<file path="src/rtl/plc_pkg.sv">
// Shared constants, codes and types for the piecewise linear curve block.
package plc_pkg;

    // Default sizing
    localparam int MAX_POINTS_DEF = 8;
    localparam int FRAC_BITS_DEF  = 16;

    // Fixed field widths
    localparam int VAL_W     = 32;
    localparam int PIDX_W    = 3;
    localparam int COUNT_W   = 4;
    localparam int CFG_IDX_W = 2;
    localparam int ENTRY_W   = 2 * VAL_W;

    typedef logic signed [VAL_W-1:0] t_val;
    typedef logic [PIDX_W-1:0]       t_pidx;
    typedef logic [CFG_IDX_W-1:0]    t_cfg_idx;

    // Item actions
    localparam logic ACT_EVAL  = 1'b0;
    localparam logic ACT_WRITE = 1'b1;

    // Configuration register indexes
    localparam t_cfg_idx CFG_POINT_COUNT    = 2'd0;
    localparam t_cfg_idx CFG_DEFAULT_OUTPUT = 2'd1;

endpackage

</file>
<file path="src/rtl/plc_if.sv">
// Channel interfaces: input items, result items and configuration writes.
interface plc_in_if import plc_pkg::*; ();
    logic  valid;
    logic  ready;
    logic  action;
    t_pidx point_index;
    t_val  point_x;
    t_val  point_y;
    t_val  query_x;

    modport source (output valid, action, point_index, point_x, point_y, query_x,
                    input ready);
    modport sink   (input valid, action, point_index, point_x, point_y, query_x,
                    output ready);
endinterface

interface plc_out_if import plc_pkg::*; ();
    logic valid;
    logic ready;
    t_val curve_value;

    modport source (output valid, curve_value, input ready);
    modport sink   (input valid, curve_value, output ready);
endinterface

interface plc_cfg_if import plc_pkg::*; ();
    logic             valid;
    logic             ready;
    t_cfg_idx         index;
    logic [VAL_W-1:0] data;

    modport source (output valid, index, data, input ready);
    modport sink   (input valid, index, data, output ready);
endinterface

</file>
<file path="src/rtl/plc_ram.sv">
// Generic single-write, single-read RAM with registered read data.
module plc_ram #(
    parameter int WIDTH = 64,
    parameter int DEPTH = 8
) (
    input  logic                                   i_clk,
    input  logic                                   i_we,
    input  logic [(DEPTH > 1 ? $clog2(DEPTH) : 1)-1:0] i_waddr,
    input  logic [WIDTH-1:0]                       i_wdata,
    input  logic [(DEPTH > 1 ? $clog2(DEPTH) : 1)-1:0] i_raddr,
    output logic [WIDTH-1:0]                       o_rdata
);

    logic [WIDTH-1:0] r_mem [DEPTH];

    always_ff @(posedge i_clk) begin
        if (i_we) begin
            r_mem[i_waddr] <= i_wdata;
        end
        o_rdata <= r_mem[i_raddr];
    end

endmodule

</file>
<file path="src/rtl/plc_div.sv">
// Restoring divider: one quotient bit per cycle for the segment fraction.
module plc_div #(
    parameter int QUO_W = 16,
    parameter int OP_W  = 33
) (
    input  logic             i_clk,
    input  logic             i_rst_n,
    input  logic             i_start,
    input  logic [OP_W-1:0]  i_num,
    input  logic [OP_W-1:0]  i_den,
    output logic             o_done,
    output logic [QUO_W-1:0] o_quo
);

    localparam int CNT_W = $clog2(QUO_W + 1);

    logic             r_busy, n_busy;
    logic [CNT_W-1:0] r_cnt, n_cnt;
    logic [OP_W-1:0]  r_rem, n_rem;
    logic [OP_W-1:0]  r_den;
    logic [QUO_W-1:0] r_quo, n_quo;
    logic             r_done, n_done;
    logic [OP_W:0]    shifted;
    logic [OP_W:0]    diff;

    // Shift the partial remainder and trial-subtract the divisor
    assign shifted = {r_rem, 1'b0};
    assign diff    = shifted - {1'b0, r_den};

    always_comb begin
        n_busy = r_busy;
        n_cnt  = r_cnt;
        n_rem  = r_rem;
        n_quo  = r_quo;
        n_done = 1'b0;
        if (i_start) begin
            n_busy = 1'b1;
            n_cnt  = CNT_W'(QUO_W);
            n_rem  = i_num;
        end else if (r_busy) begin
            if (!diff[OP_W]) begin
                n_rem = diff[OP_W-1:0];
                n_quo = {r_quo[QUO_W-2:0], 1'b1};
            end else begin
                n_rem = shifted[OP_W-1:0];
                n_quo = {r_quo[QUO_W-2:0], 1'b0};
            end
            n_cnt = r_cnt - 1'b1;
            if (r_cnt == CNT_W'(1)) begin
                n_busy = 1'b0;
                n_done = 1'b1;
            end
        end
    end

    always_ff @(posedge i_clk) begin
        if (!i_rst_n) begin
            r_busy <= 1'b0;
            r_done <= 1'b0;
            r_cnt  <= '0;
        end else begin
            r_busy <= n_busy;
            r_done <= n_done;
            r_cnt  <= n_cnt;
        end
        r_rem <= n_rem;
        r_quo <= n_quo;
        if (i_start) begin
            r_den <= i_den;
        end
    end

    assign o_done = r_done;
    assign o_quo  = r_quo;

endmodule

</file>
<file path="src/rtl/piecewise_linear_curve.sv">
// Piecewise linear curve: breakpoint table, scan sequencer, divider and interpolation.
// Writes land in the table when taken. An evaluate with no points in use gives the default
// output; else the scan reads breakpoints in order (up to MAX_POINTS) and gives a breakpoint
// output or runs the divider (FRAC_BITS quotient bits), the multiply and saturating add.
// Throughput: one item at a time; after an evaluate ready is low until its result is taken.
// Reset: synchronous active-low clears the sequencer and config registers, not the table.
module piecewise_linear_curve import plc_pkg::*; #(
    parameter int MAX_POINTS = MAX_POINTS_DEF,
    parameter int FRAC_BITS  = FRAC_BITS_DEF
) (
    input  logic      i_clk,
    input  logic      i_rst_n,
    plc_in_if.sink    i_pt,
    plc_out_if.source o_res,
    plc_cfg_if.sink   i_cfg
);

    // Table address and point count widths
    localparam int AW     = (MAX_POINTS > 1) ? $clog2(MAX_POINTS) : 1;
    localparam int NW     = $clog2(MAX_POINTS + 1);
    localparam int CW     = 8;
    // Difference, product and sum widths
    localparam int DIF_W  = VAL_W + 1;
    localparam int PROD_W = DIF_W + FRAC_BITS + 1;
    localparam int SUM_W  = PROD_W + 1;
    localparam logic signed [SUM_W-1:0] SAT_MAX = SUM_W'($signed(32'h7FFF_FFFF));
    localparam logic signed [SUM_W-1:0] SAT_MIN = SUM_W'($signed(32'h8000_0000));

    // Sequencer states
    localparam logic [2:0] S_IDLE = 3'd0;
    localparam logic [2:0] S_SCAN = 3'd1;
    localparam logic [2:0] S_DIV  = 3'd2;
    localparam logic [2:0] S_MUL  = 3'd3;
    localparam logic [2:0] S_FIN  = 3'd4;
    localparam logic [2:0] S_OUT  = 3'd5;

    logic [2:0]               r_state, n_state;
    logic [AW-1:0]            r_idx, n_idx;
    logic [NW-1:0]            r_n, n_n;
    t_val                     r_q, n_q;
    t_val                     r_px, n_px;
    t_val                     r_py, n_py;
    logic signed [DIF_W-1:0]  r_dy, n_dy;
    logic signed [PROD_W-1:0] r_prod;
    t_val                     r_result, n_result;

    logic [COUNT_W-1:0]       r_point_count;
    t_val                     r_default_output;

    logic                     in_acc;
    logic                     wr_en;
    logic [ENTRY_W-1:0]       rd_data;
    t_val                     ent_x, ent_y;
    logic signed [DIF_W-1:0]  dx, num, dy;
    logic                     div_start, div_done;
    logic [FRAC_BITS-1:0]     div_quo;
    logic signed [PROD_W-1:0] prod_shift;
    logic signed [SUM_W-1:0]  sum;
    logic [NW-1:0]            eff_n;
    logic                     last_entry;

    // Configuration: always ready, unknown indexes are dropped
    assign i_cfg.ready = 1'b1;

    always_ff @(posedge i_clk) begin
        if (!i_rst_n) begin
            r_point_count    <= '0;
            r_default_output <= '0;
        end else if (i_cfg.valid) begin
            unique case (i_cfg.index)
                CFG_POINT_COUNT:    r_point_count    <= i_cfg.data[COUNT_W-1:0];
                CFG_DEFAULT_OUTPUT: r_default_output <= $signed(i_cfg.data);
                default: ;
            endcase
        end
    end

    // Input handshake: one item in flight at a time
    assign i_pt.ready = (r_state == S_IDLE);
    assign in_acc     = i_pt.valid && i_pt.ready;

    // Writes land in the table in the cycle of their transaction; out-of-range entries drop
    assign wr_en = in_acc && (i_pt.action == ACT_WRITE) && (32'(i_pt.point_index) < MAX_POINTS);

    plc_ram #(
        .WIDTH (ENTRY_W),
        .DEPTH (MAX_POINTS)
    ) u_table (
        .i_clk   (i_clk),
        .i_we    (wr_en),
        .i_waddr (AW'(i_pt.point_index)),
        .i_wdata ({i_pt.point_y, i_pt.point_x}),
        .i_raddr (n_idx),
        .o_rdata (rd_data)
    );

    assign ent_x = $signed(rd_data[VAL_W-1:0]);
    assign ent_y = $signed(rd_data[ENTRY_W-1:VAL_W]);

    // Segment width, offset into the segment and output rise, all one bit wider
    assign dx = $signed({ent_x[VAL_W-1], ent_x}) - $signed({r_px[VAL_W-1], r_px});
    assign num = $signed({r_q[VAL_W-1], r_q}) - $signed({r_px[VAL_W-1], r_px});
    assign dy = $signed({ent_y[VAL_W-1], ent_y}) - $signed({r_py[VAL_W-1], r_py});

    // Clamp the point count to the table depth
    assign eff_n = (32'(r_point_count) > MAX_POINTS) ? NW'(MAX_POINTS) : NW'(r_point_count);

    assign last_entry = (CW'(r_idx) + CW'(1)) == CW'(r_n);

    plc_div #(
        .QUO_W (FRAC_BITS),
        .OP_W  (DIF_W)
    ) u_div (
        .i_clk   (i_clk),
        .i_rst_n (i_rst_n),
        .i_start (div_start),
        .i_num   (num[DIF_W-1] ? '0 : num),
        .i_den   (dx),
        .o_done  (div_done),
        .o_quo   (div_quo)
    );

    // Floor division by 2^FRAC_BITS is an arithmetic shift; add the base and saturate
    assign prod_shift = r_prod >>> FRAC_BITS;
    assign sum = SUM_W'(r_py) + SUM_W'(prod_shift);

    always_comb begin
        n_state   = r_state;
        n_idx     = r_idx;
        n_n       = r_n;
        n_q       = r_q;
        n_px      = r_px;
        n_py      = r_py;
        n_dy      = r_dy;
        n_result  = r_result;
        div_start = 1'b0;
        unique case (r_state)
            S_IDLE: begin
                n_idx = '0;
                if (in_acc && (i_pt.action == ACT_EVAL)) begin
                    n_q = i_pt.query_x;
                    n_n = eff_n;
                    if (eff_n == '0) begin
                        n_result = r_default_output;
                        n_state  = S_OUT;
                    end else begin
                        n_state = S_SCAN;
                    end
                end
            end
            S_SCAN: begin
                if (r_idx == '0) begin
                    // At or below the first point, or only one point: give its output
                    if (r_q <= ent_x || r_n == NW'(1)) begin
                        n_result = ent_y;
                        n_state  = S_OUT;
                    end else begin
                        n_px  = ent_x;
                        n_py  = ent_y;
                        n_idx = r_idx + 1'b1;
                    end
                end else if (ent_x > r_q) begin
                    // First point above the query closes the segment
                    if (dx <= 0) begin
                        n_result = r_py;
                        n_state  = S_OUT;
                    end else begin
                        div_start = 1'b1;
                        n_dy      = dy;
                        n_state   = S_DIV;
                    end
                end else if (last_entry) begin
                    // Past the last point in use
                    n_result = ent_y;
                    n_state  = S_OUT;
                end else begin
                    n_px  = ent_x;
                    n_py  = ent_y;
                    n_idx = r_idx + 1'b1;
                end
            end
            S_DIV: begin
                if (div_done) begin
                    n_state = S_MUL;
                end
            end
            S_MUL: begin
                n_state = S_FIN;
            end
            S_FIN: begin
                if (sum > SAT_MAX) begin
                    n_result = t_val'(32'h7FFF_FFFF);
                end else if (sum < SAT_MIN) begin
                    n_result = t_val'(32'h8000_0000);
                end else begin
                    n_result = sum[VAL_W-1:0];
                end
                n_state = S_OUT;
            end
            S_OUT: begin
                if (o_res.ready) begin
                    n_state = S_IDLE;
                end
            end
            default: begin
                n_state = S_IDLE;
            end
        endcase
    end

    always_ff @(posedge i_clk) begin
        if (!i_rst_n) begin
            r_state <= S_IDLE;
            r_idx   <= '0;
        end else begin
            r_state <= n_state;
            r_idx   <= n_idx;
        end
        r_n      <= n_n;
        r_q      <= n_q;
        r_px     <= n_px;
        r_py     <= n_py;
        r_dy     <= n_dy;
        r_result <= n_result;
        // Step times fraction, fraction held unsigned; full product width
        if (r_state == S_MUL) begin
            r_prod <= r_dy * $signed({1'b0, div_quo});
        end
    end

    // Result channel: hold the value until the transaction completes
    assign o_res.valid       = (r_state == S_OUT);
    assign o_res.curve_value = r_result;

endmodule

</file>
<file path="src/flat_wrapper.sv">
// flat-port wrapper written by rule: the top's interface ports become plain ports
module piecewise_linear_curve_flat import plc_pkg::*;
#(
    parameter int MAX_POINTS = MAX_POINTS_DEF,
    parameter int FRAC_BITS  = FRAC_BITS_DEF
)
  (i_clk, i_rst_n, i_pt_valid, i_pt_action, i_pt_point_index, i_pt_point_x, i_pt_point_y, i_pt_query_x, i_pt_ready, o_res_valid, o_res_curve_value, o_res_ready, i_cfg_valid, i_cfg_index, i_cfg_data, i_cfg_ready);
  plc_in_if i_pt_i ();
  plc_out_if o_res_i ();
  plc_cfg_if i_cfg_i ();
  input  logic i_clk;
  input  logic i_rst_n;
  input wire logic [$bits(i_pt_i.valid)-1:0] i_pt_valid;
  input wire logic [$bits(i_pt_i.action)-1:0] i_pt_action;
  input wire logic [$bits(i_pt_i.point_index)-1:0] i_pt_point_index;
  input wire logic [$bits(i_pt_i.point_x)-1:0] i_pt_point_x;
  input wire logic [$bits(i_pt_i.point_y)-1:0] i_pt_point_y;
  input wire logic [$bits(i_pt_i.query_x)-1:0] i_pt_query_x;
  output wire logic [$bits(i_pt_i.ready)-1:0] i_pt_ready;
  output wire logic [$bits(o_res_i.valid)-1:0] o_res_valid;
  output wire logic [$bits(o_res_i.curve_value)-1:0] o_res_curve_value;
  input wire logic [$bits(o_res_i.ready)-1:0] o_res_ready;
  input wire logic [$bits(i_cfg_i.valid)-1:0] i_cfg_valid;
  input wire logic [$bits(i_cfg_i.index)-1:0] i_cfg_index;
  input wire logic [$bits(i_cfg_i.data)-1:0] i_cfg_data;
  output wire logic [$bits(i_cfg_i.ready)-1:0] i_cfg_ready;
  assign i_pt_i.valid = i_pt_valid;
  assign i_pt_i.action = i_pt_action;
  assign i_pt_i.point_index = i_pt_point_index;
  assign i_pt_i.point_x = i_pt_point_x;
  assign i_pt_i.point_y = i_pt_point_y;
  assign i_pt_i.query_x = i_pt_query_x;
  assign i_pt_ready = i_pt_i.ready;
  assign o_res_valid = o_res_i.valid;
  assign o_res_curve_value = o_res_i.curve_value;
  assign o_res_i.ready = o_res_ready;
  assign i_cfg_i.valid = i_cfg_valid;
  assign i_cfg_i.index = i_cfg_index;
  assign i_cfg_i.data = i_cfg_data;
  assign i_cfg_ready = i_cfg_i.ready;
  piecewise_linear_curve #(.MAX_POINTS(MAX_POINTS), .FRAC_BITS(FRAC_BITS)) u_core (.i_clk(i_clk), .i_rst_n(i_rst_n), .i_pt(i_pt_i), .o_res(o_res_i), .i_cfg(i_cfg_i));
endmodule
</file>
<file path="config.mk">
export PLATFORM = sky130hd
export DESIGN_NAME = piecewise_linear_curve_flat
export DESIGN_NICKNAME = d
export VERILOG_FILES = /design/src/rtl/plc_pkg.sv /design/src/rtl/plc_if.sv /design/src/rtl/plc_ram.sv /design/src/rtl/plc_div.sv /design/src/rtl/piecewise_linear_curve.sv /design/src/flat_wrapper.sv
export SDC_FILE = /design/constraint.sdc
export NUM_CORES = 2
export LEC_CHECK = 0
export BUFFER_PORTS_ARGS = -buffer_cell sky130_fd_sc_hd__buf_2
export CORE_MARGIN = 3
export CORE_UTILIZATION = 50
export DETAILED_ROUTE_END_ITERATION = 10
export GPL_TIMING_DRIVEN = 0
export PLACE_DENSITY_LB_ADDON = 0.05
export RECOVER_POWER = 100
export SYNTH_ARGS = -nofsm -noshare
export SYNTH_HDL_FRONTEND = slang
export SYNTH_SLANG_ARGS = --single-unit
</file>
<file path="constraint.sdc">
create_clock -name i_clk -period 7.36 [get_ports i_clk]
set_input_delay 0.736 -clock i_clk [delete_from_list [all_inputs] [get_ports i_clk]]
set_output_delay 0.736 -clock i_clk [all_outputs]
set_load 0.05 [all_outputs]
</file>
Yosys cells after proc, flatten, opt, wreduce, memory -nomap -nowiden:

Memories as Yosys holds them, arrays and structs flattened. A register that Yosys moved wholly into a read port is not among the register bits.
Cells that the tools add are included.
W data, S select, Z words.

* reductions and logical operators: 20
* order comparisons: 6
* bitwise logic cells: 6
* add/subtract/negate cells: 8
* multiply operators: 1
* divide/modulo/power cells: 0
* muxes and demuxes: 51
* eq/ne operators: 19
* shift operators: 0

Operator list (number)
* $mux W32: 18
* $mux W33: 3
* $sub A32 B32 Y33: 3
* $pmux W32 S3: 1
* $gt A51 B32 Y1 const B: 1
* $lt A51 B32 Y1 const B: 1
* $mul A33 B17 Y50: 1
* $mux W3: 13
* $add A32 B34 Y35: 1
* $sub A34 B33 Y34: 1
* $le A33 B1 Y1 const B: 1
* $gt A32 B32 Y1: 1
* $le A32 B32 Y1: 1
* $pmux W3 S6: 1
* $mux W1: 11
* $mux W5: 2
* $ne A2 B2 Y1 const B: 5
* $eq A8 B4 Y1: 1
* $reduce_and A2 Y1: 4
* $reduce_and A4 Y1: 2
* $eq A3 B2 Y1 const B: 2
* $eq A3 B3 Y1 const B: 2
* $logic_not A3 Y1: 2
* $not A1 Y1: 6
* other kinds (24): 27

* input port bits: 139
* bits in registers: 346
* memories kept: 1
* bits in latches: 0
* bits in writable memories: 512
* bits in read-only memories: 0

Memories
* u_core.u_table.r_mem: words 8, bits a word 64, rd ports 1, clocked after memory_dff 1, write ports 1, line plc_ram.sv:14 `logic [WIDTH-1:0] r_mem [DEPTH];`

Longest topological paths before layout:

* depth in word-level cells: 8
* mapped depth: 27
* mapped depth without buffers: 26

Modules after synthesis:

Synthesis repeated with hierarchy kept, for this count alone.

* cells, all modules: 5005
* area total of the unflattened synthesis: 60314.1 sq um

Modules (own cells, without submodules)
* piecewise_linear_curve: instances 1, area each 34277.9 sq um, cells an instance 3680, seq. area each 6816.5 sq um
* plc_ram: instances 1, area each 20547.2 sq um, cells an instance 816, seq. area each 16656.0 sq um
* plc_div: instances 1, area each 5489.0 sq um, cells an instance 509, seq. area each 2602.5 sq um

Worst setup path before layout:

No wires, ideal clock.

* kind: reg2reg
* start point: reg u_core.u_div.r_quo[2] (netlist: u_core.u_div.o_quo[2])
* end point: reg u_core.r_prod[49] (data pin)
* path slack: 0.311 ns
* data required time: 7.097 ns
* cell stages (with the launch flop): 25
* buffers on the path: 1
* period minus slack after synthesis: 7.049 ns
* arrival time: 6.787 ns
* setup time: 0.263 ns
* cell sequence: edfxtp_1 clkbuf_1 nand2_1 fa_1 fa_1 fa_1 inv_1 fa_1 fa_1 inv_1 fa_1 inv_1 ha_1 and3_1 a221o_1 a311o_1 a2111oi_2 a211oi_1 a41oi_2 o31ai_1 and2_1 o21a_1 o21a_1 o41ai_2 xnor2_1

* word-level cells in the longest chain between the ends: 1

RTL lines
* start: declaration: line plc_div.sv:21 `logic [QUO_W-1:0] r_quo, n_quo;`
* start signal: assignment: line plc_div.sv:67 `r_quo <= n_quo;`
* $mul A33 B17 Y50: line piecewise_linear_curve.sv:227 `r_prod <= r_dy * $signed({1'b0, div_quo});`
* end signal: assignment: line piecewise_linear_curve.sv:227
* end: declaration: line piecewise_linear_curve.sv:44 `logic signed [PROD_W-1:0] r_prod;`

Every way passes these cells.
A chain may end at the register's enable or synchronous reset.

Final worst setup path:

* start point: reg u_core.r_dy[12]
* end point: reg u_core.r_prod[49] (data pin)

* word-level cells in the longest chain between the ends: 1

RTL lines
* start: declaration: line piecewise_linear_curve.sv:43 `logic signed [DIF_W-1:0] r_dy, n_dy;`
* start signal: assignment: line piecewise_linear_curve.sv:223 `r_dy <= n_dy;`
* $mul A33 B17 Y50: line piecewise_linear_curve.sv:227

Every way passes these cells.

==> flow_metrics.py <==
metrics = {
    "run_status": {
        "outcome": "finished, violations left",
        "violations": "max-capacitance violations, max-slew violations, negative setup slack",
    },
    "global_routing": {
        "grt_usage_pct": 26.6,
        "grt_max_degree": 43,
        "overflow": 0,
        "antenna_found_initial": 17,
        "grt_pass1_wl_um": 246000,
        "grt_pass1_vias": 40200,
    },
    "synth": {
        "synth.yosys.seq_area_share_pct": 43.8,
        "ys_ff_latch": 906,
        "synth_top_cell_by_area": "edfxtp_1",
        "syn_area_per_cell_um2": 11.5,
        "synthesis.area_mm2": 0.0596,
        "ys.flop_type": "edfxtp_1",
        "synth_edf_count": 793,
        "syn_nets": 6156,
        "yosys-top-cells-area": "edfxtp_1 (40%), fa_1 (17%), ha_1 (6.6%)",
        "synth_top_area_share_pct": 40.0,
        "synthCells": 5196,
        "yosysUniqueCellTypes": 81,
        "async_flop_share_pct": 0,
        "synth_warnings": 0,
    },
    "worst_setup_path": {
        "crit_path_end_kind": "register",
        "crit_path_start": "u_core.r_dy[12]",
        "critPathKind": "register to register",
        "startpoint_type": "register",
        "cp.required_ns": 7.75,
        "worstPathArrival_ns": 7.88,
        "cpMostUsedCell": "fa_1",
        "slowest_delay_ns": 0.58,
        "reg2reg_depth": 24,
        "cp_slowest_cell": "fa_1",
        "rrSetupSlack_ns": -0.13,
        "setup.worst_path.end": "u_core.r_prod[49]",
        "cp_max_fo": 10,
        "reg2reg_to": "u_core.r_prod[49]",
        "path_cells": "clkbuf_8 > nand2_1 > fa_1 > inv_1 > fa_1 > fa_1 > fa_1 > fa_1 > inv_1 > fa_1 > inv_2 > ha_4 > a21o_1 > a221o_1 > a311o_1 > a2111oi_4 > a211oi_4 > a41oi_2 > o31ai_2 > and2_4 > o21a_1 > o21a_2 > o41ai_4 > xnor2_2",
        "r2r_start": "u_core.r_dy[12]",
    },
    "detailed_routing": {
        "drt-met1-wl_um": 72400,
        "vias": 40000,
        "dr.pass1.iters": 5,
        "dr.max_layer_used": "met5",
        "drc": 0,
        "wl_met2_um": 75100,
        "met3RoutedLength_um": 11800,
        "drt-wirelength-per-cell_um": 22.6,
        "drt_iter0_drc": 2713,
        "antenna_left": 0,
        "drt-vias-per-instance": 5.56,
        "finalWirelength_um": 163000,
    },
    "pwr": {
        "p_leak_nw": 27.3,
        "ir_worst_vdd_v": 0.000356,
        "p_per_area_mw_per_mm2": 340,
        "p_total_mw": 22.7,
    },
    "floorplanning": {
        "start_util_pct": 50.4,
        "die_h_um": 351,
        "coreArea_mm2": 0.118,
        "placementRows": 126,
        "boundaryPins": 174,
        "die_area_mm2": 0.123,
        "die_x_um": 351,
    },
    "clocking": {
        "numCtsBuffers": 94,
        "clock_latency_ns": 0.68,
        "postCtsHoldBufs": 0,
        "htreeDepth": 3,
        "clk_pin_slew_ns": 0.06,
        "clk_path_buf_depth": 3,
        "cts_tree": "yes",
        "cts-root-buf": "clkbuf_16",
        "cts_sinks": 906,
    },
    "placement": {
        "dp_slack_ns": -1.44,
        "port_buffers": 171,
        "dpl_cell_area_mm2": 0.0630,
        "place_congestion": 0.928,
        "hpwl_um": 124000,
    },
    "cells_and_area": {
        "fillers": 10200,
        "post-route-util_pct": 56.5,
        "layout-drive-gt1-share_pct": 7.73,
        "syn_to_final_growth_pct": 12.0,
        "most-common-layout-cells": "edfxtp_1 (793), inv_1 (747), nand2_1 (665)",
        "nNetsFinal": 6549,
        "layout.cells.most_common": "edfxtp_1",
        "fin_area_mm2": 0.0668,
    },
    "sta": {
        "clock_skew_ns": 0.0464,
        "slew_violations": 486,
        "rsz0062_at_grt": "true",
        "fin_ws_ns": -0.131,
        "min_period_ns": 7.49,
        "fmaxAchievable_mhz": 133,
        "final.period_utilization_pct": 102,
        "setup_violations": 3,
        "finalHoldViolCount": 0,
        "tightestPinTransition_ns": 2.42,
        "relSlewSlack_pct": -62.0,
    },
    "run": {
        "maxCapViolations": 20,
    },
    "min_path": {
        "hp-class": "input port to register",
    },
}
[critical path: cells and delay by family, from the launching register on]
| family | cells | cell delay, ns |
|---|---|---|
| buffers and inverters | 4 | 0.39 |
| AOI/OAI and AO/OA | 10 | 2.58 |
| xor gates and xnor gates | 1 | 0.17 |
| DFF | 1 | 0.50 |
| adders and majority gates | 7 | 3.36 |
| and+or+nand+nor | 2 | 0.24 |
[final cells by class]
cell class                 count  area [um2]  area share (%)
multi-input combinational   3337       30100            45.0
sequential                   906       26100            39.1
inverter                     753        2830            4.23
clock buffer                 122        2620            3.93
tap                         1536        1920            2.88
timing repair buffer         297        1610            2.41
buffer                       200        1260            1.89
clock inverter                49         370           0.555
antenna                        5        12.5          0.0187
[cells by family after synthesis]
kind of cell / count (synthesis) / share of synthesized area [%]
adder cells (fa/ha/maj): 821 / 23.6
buffers and inverters: 953 / 6.12
AND/OR/NAND/NOR: 1277 / 9.95
multiplexers: 265 / 4.46
AO/OA/AOI/OAI: 803 / 9.60
flip-flops: 906 / 43.8
XOR/XNOR: 170 / 2.51
other: 1 / 0.00629
[Yosys cell counts, drive strengths merged, types with 6 or more instances]
library cell	n
and3	30
a311oi	6
edfxtp	793
a21boi	41
nand3b	6
a41oi	7
and2	221
mux2i	262
nor2b	41
ha	315
nor2	140
buf	42
a21oi	184
o211ai	7
o21ai	107
a211oi	23
a31oi	28
a32o	65
nand3	50
or2	10
a221oi	72
inv	753
fa	506
nand2	665
nand4	19
or3	8
nor4	6
o31ai	10
o21bai	30
xor2	46
o2111ai	37
nor3	34
a221o	9
nand2b	25
dfxtp	113
o21a	33
a211o	6
a21o	99
clkbuf	158
xnor2	124
[metal layers]
| layer | vias up | GRT usage [%] |
|---|---|---|
| met5 | - | 0 |
| met3 | 215 | 4.77 |
| met4 | 12 | 6.53 |
| met2 | 1248 | 42.3 |
| li1 | 18600 | - |
| met1 | 20000 | 38.1 |
[worst min-delay path by stage]
stage | slack [ns] | to | cells after the start | startpoint
floorplan | 0.41 | u_core.r_py[0] | 0 | u_core.u_table.o_rdata[32]
global placement | 0.45 | u_core.r_default_output[9] | 2 | u_core.r_default_output[9]
detailed placement | 0.46 | u_core.r_default_output[14] | 2 | u_core.r_default_output[14]
CTS | 0.18 | u_core.r_q[6] | 1 | i_pt_query_x[6]
global route | 0.19 | u_core.r_q[6] | 1 | i_pt_query_x[6]
finish | 0.23 | u_core.r_q[7] | 1 | i_pt_query_x[7]
[flip-flops by register name, summed over array words and instances (netlist names)]
name and flops:
u_core.r_idx 3, u_core.r_state 3, u_core.u_table.o_rdata 64, u_core.r_prod 34
u_core.r_q 32, u_core.u_div.o_done 1, u_core.u_div.r_rem 33, u_core.r_default_output 32
u_core.o_res.curve_value 32, u_core.r_dy 33, u_core.r_n 4, u_core.r_py 32
u_core.r_point_count 4, u_core.u_div.o_quo 16, u_core.u_div.r_den 33, u_core.u_div.r_busy 1
u_core.u_div.r_cnt 5, u_core.u_table.r_mem 512, u_core.r_px 32
[report_power, final]
group | total (mW) | switching (mW) | internal, mW | leakage (nW)
combinational | 11.0 | 6.66 | 4.39 | 17.7
sequential | 7.05 | 0.414 | 6.64 | 8.12
clock | 4.59 | 2.03 | 2.56 | 1.46
[metrics by stage]
| stage | setup TNS, ns | hold WS [ns] | cells |
|---|---|---|---|
| after detailed placement | -10.24 | 0.459 | 6937 |
| after global routing | -1.54 | 0.193 | 7202 |
| final | -0.364 | 0.229 | 7205 |
| after floorplan | 0 | 0.408 | 5196 |
| after CTS | -0.504 | 0.182 | 7184 |
| after global placement | -518.42 | 0.455 | 6903 |
[what timing repair did]
item | 4_1_cts | 5_1_grt
setup endpoints to repair | 17 | 7
cloned | 1 | 0
pin swaps | 29 | 7
gates resized for setup | 199 | 28
setup buffers | 75 | 15
No activity file was read; power rests on OpenSTA's default activity.
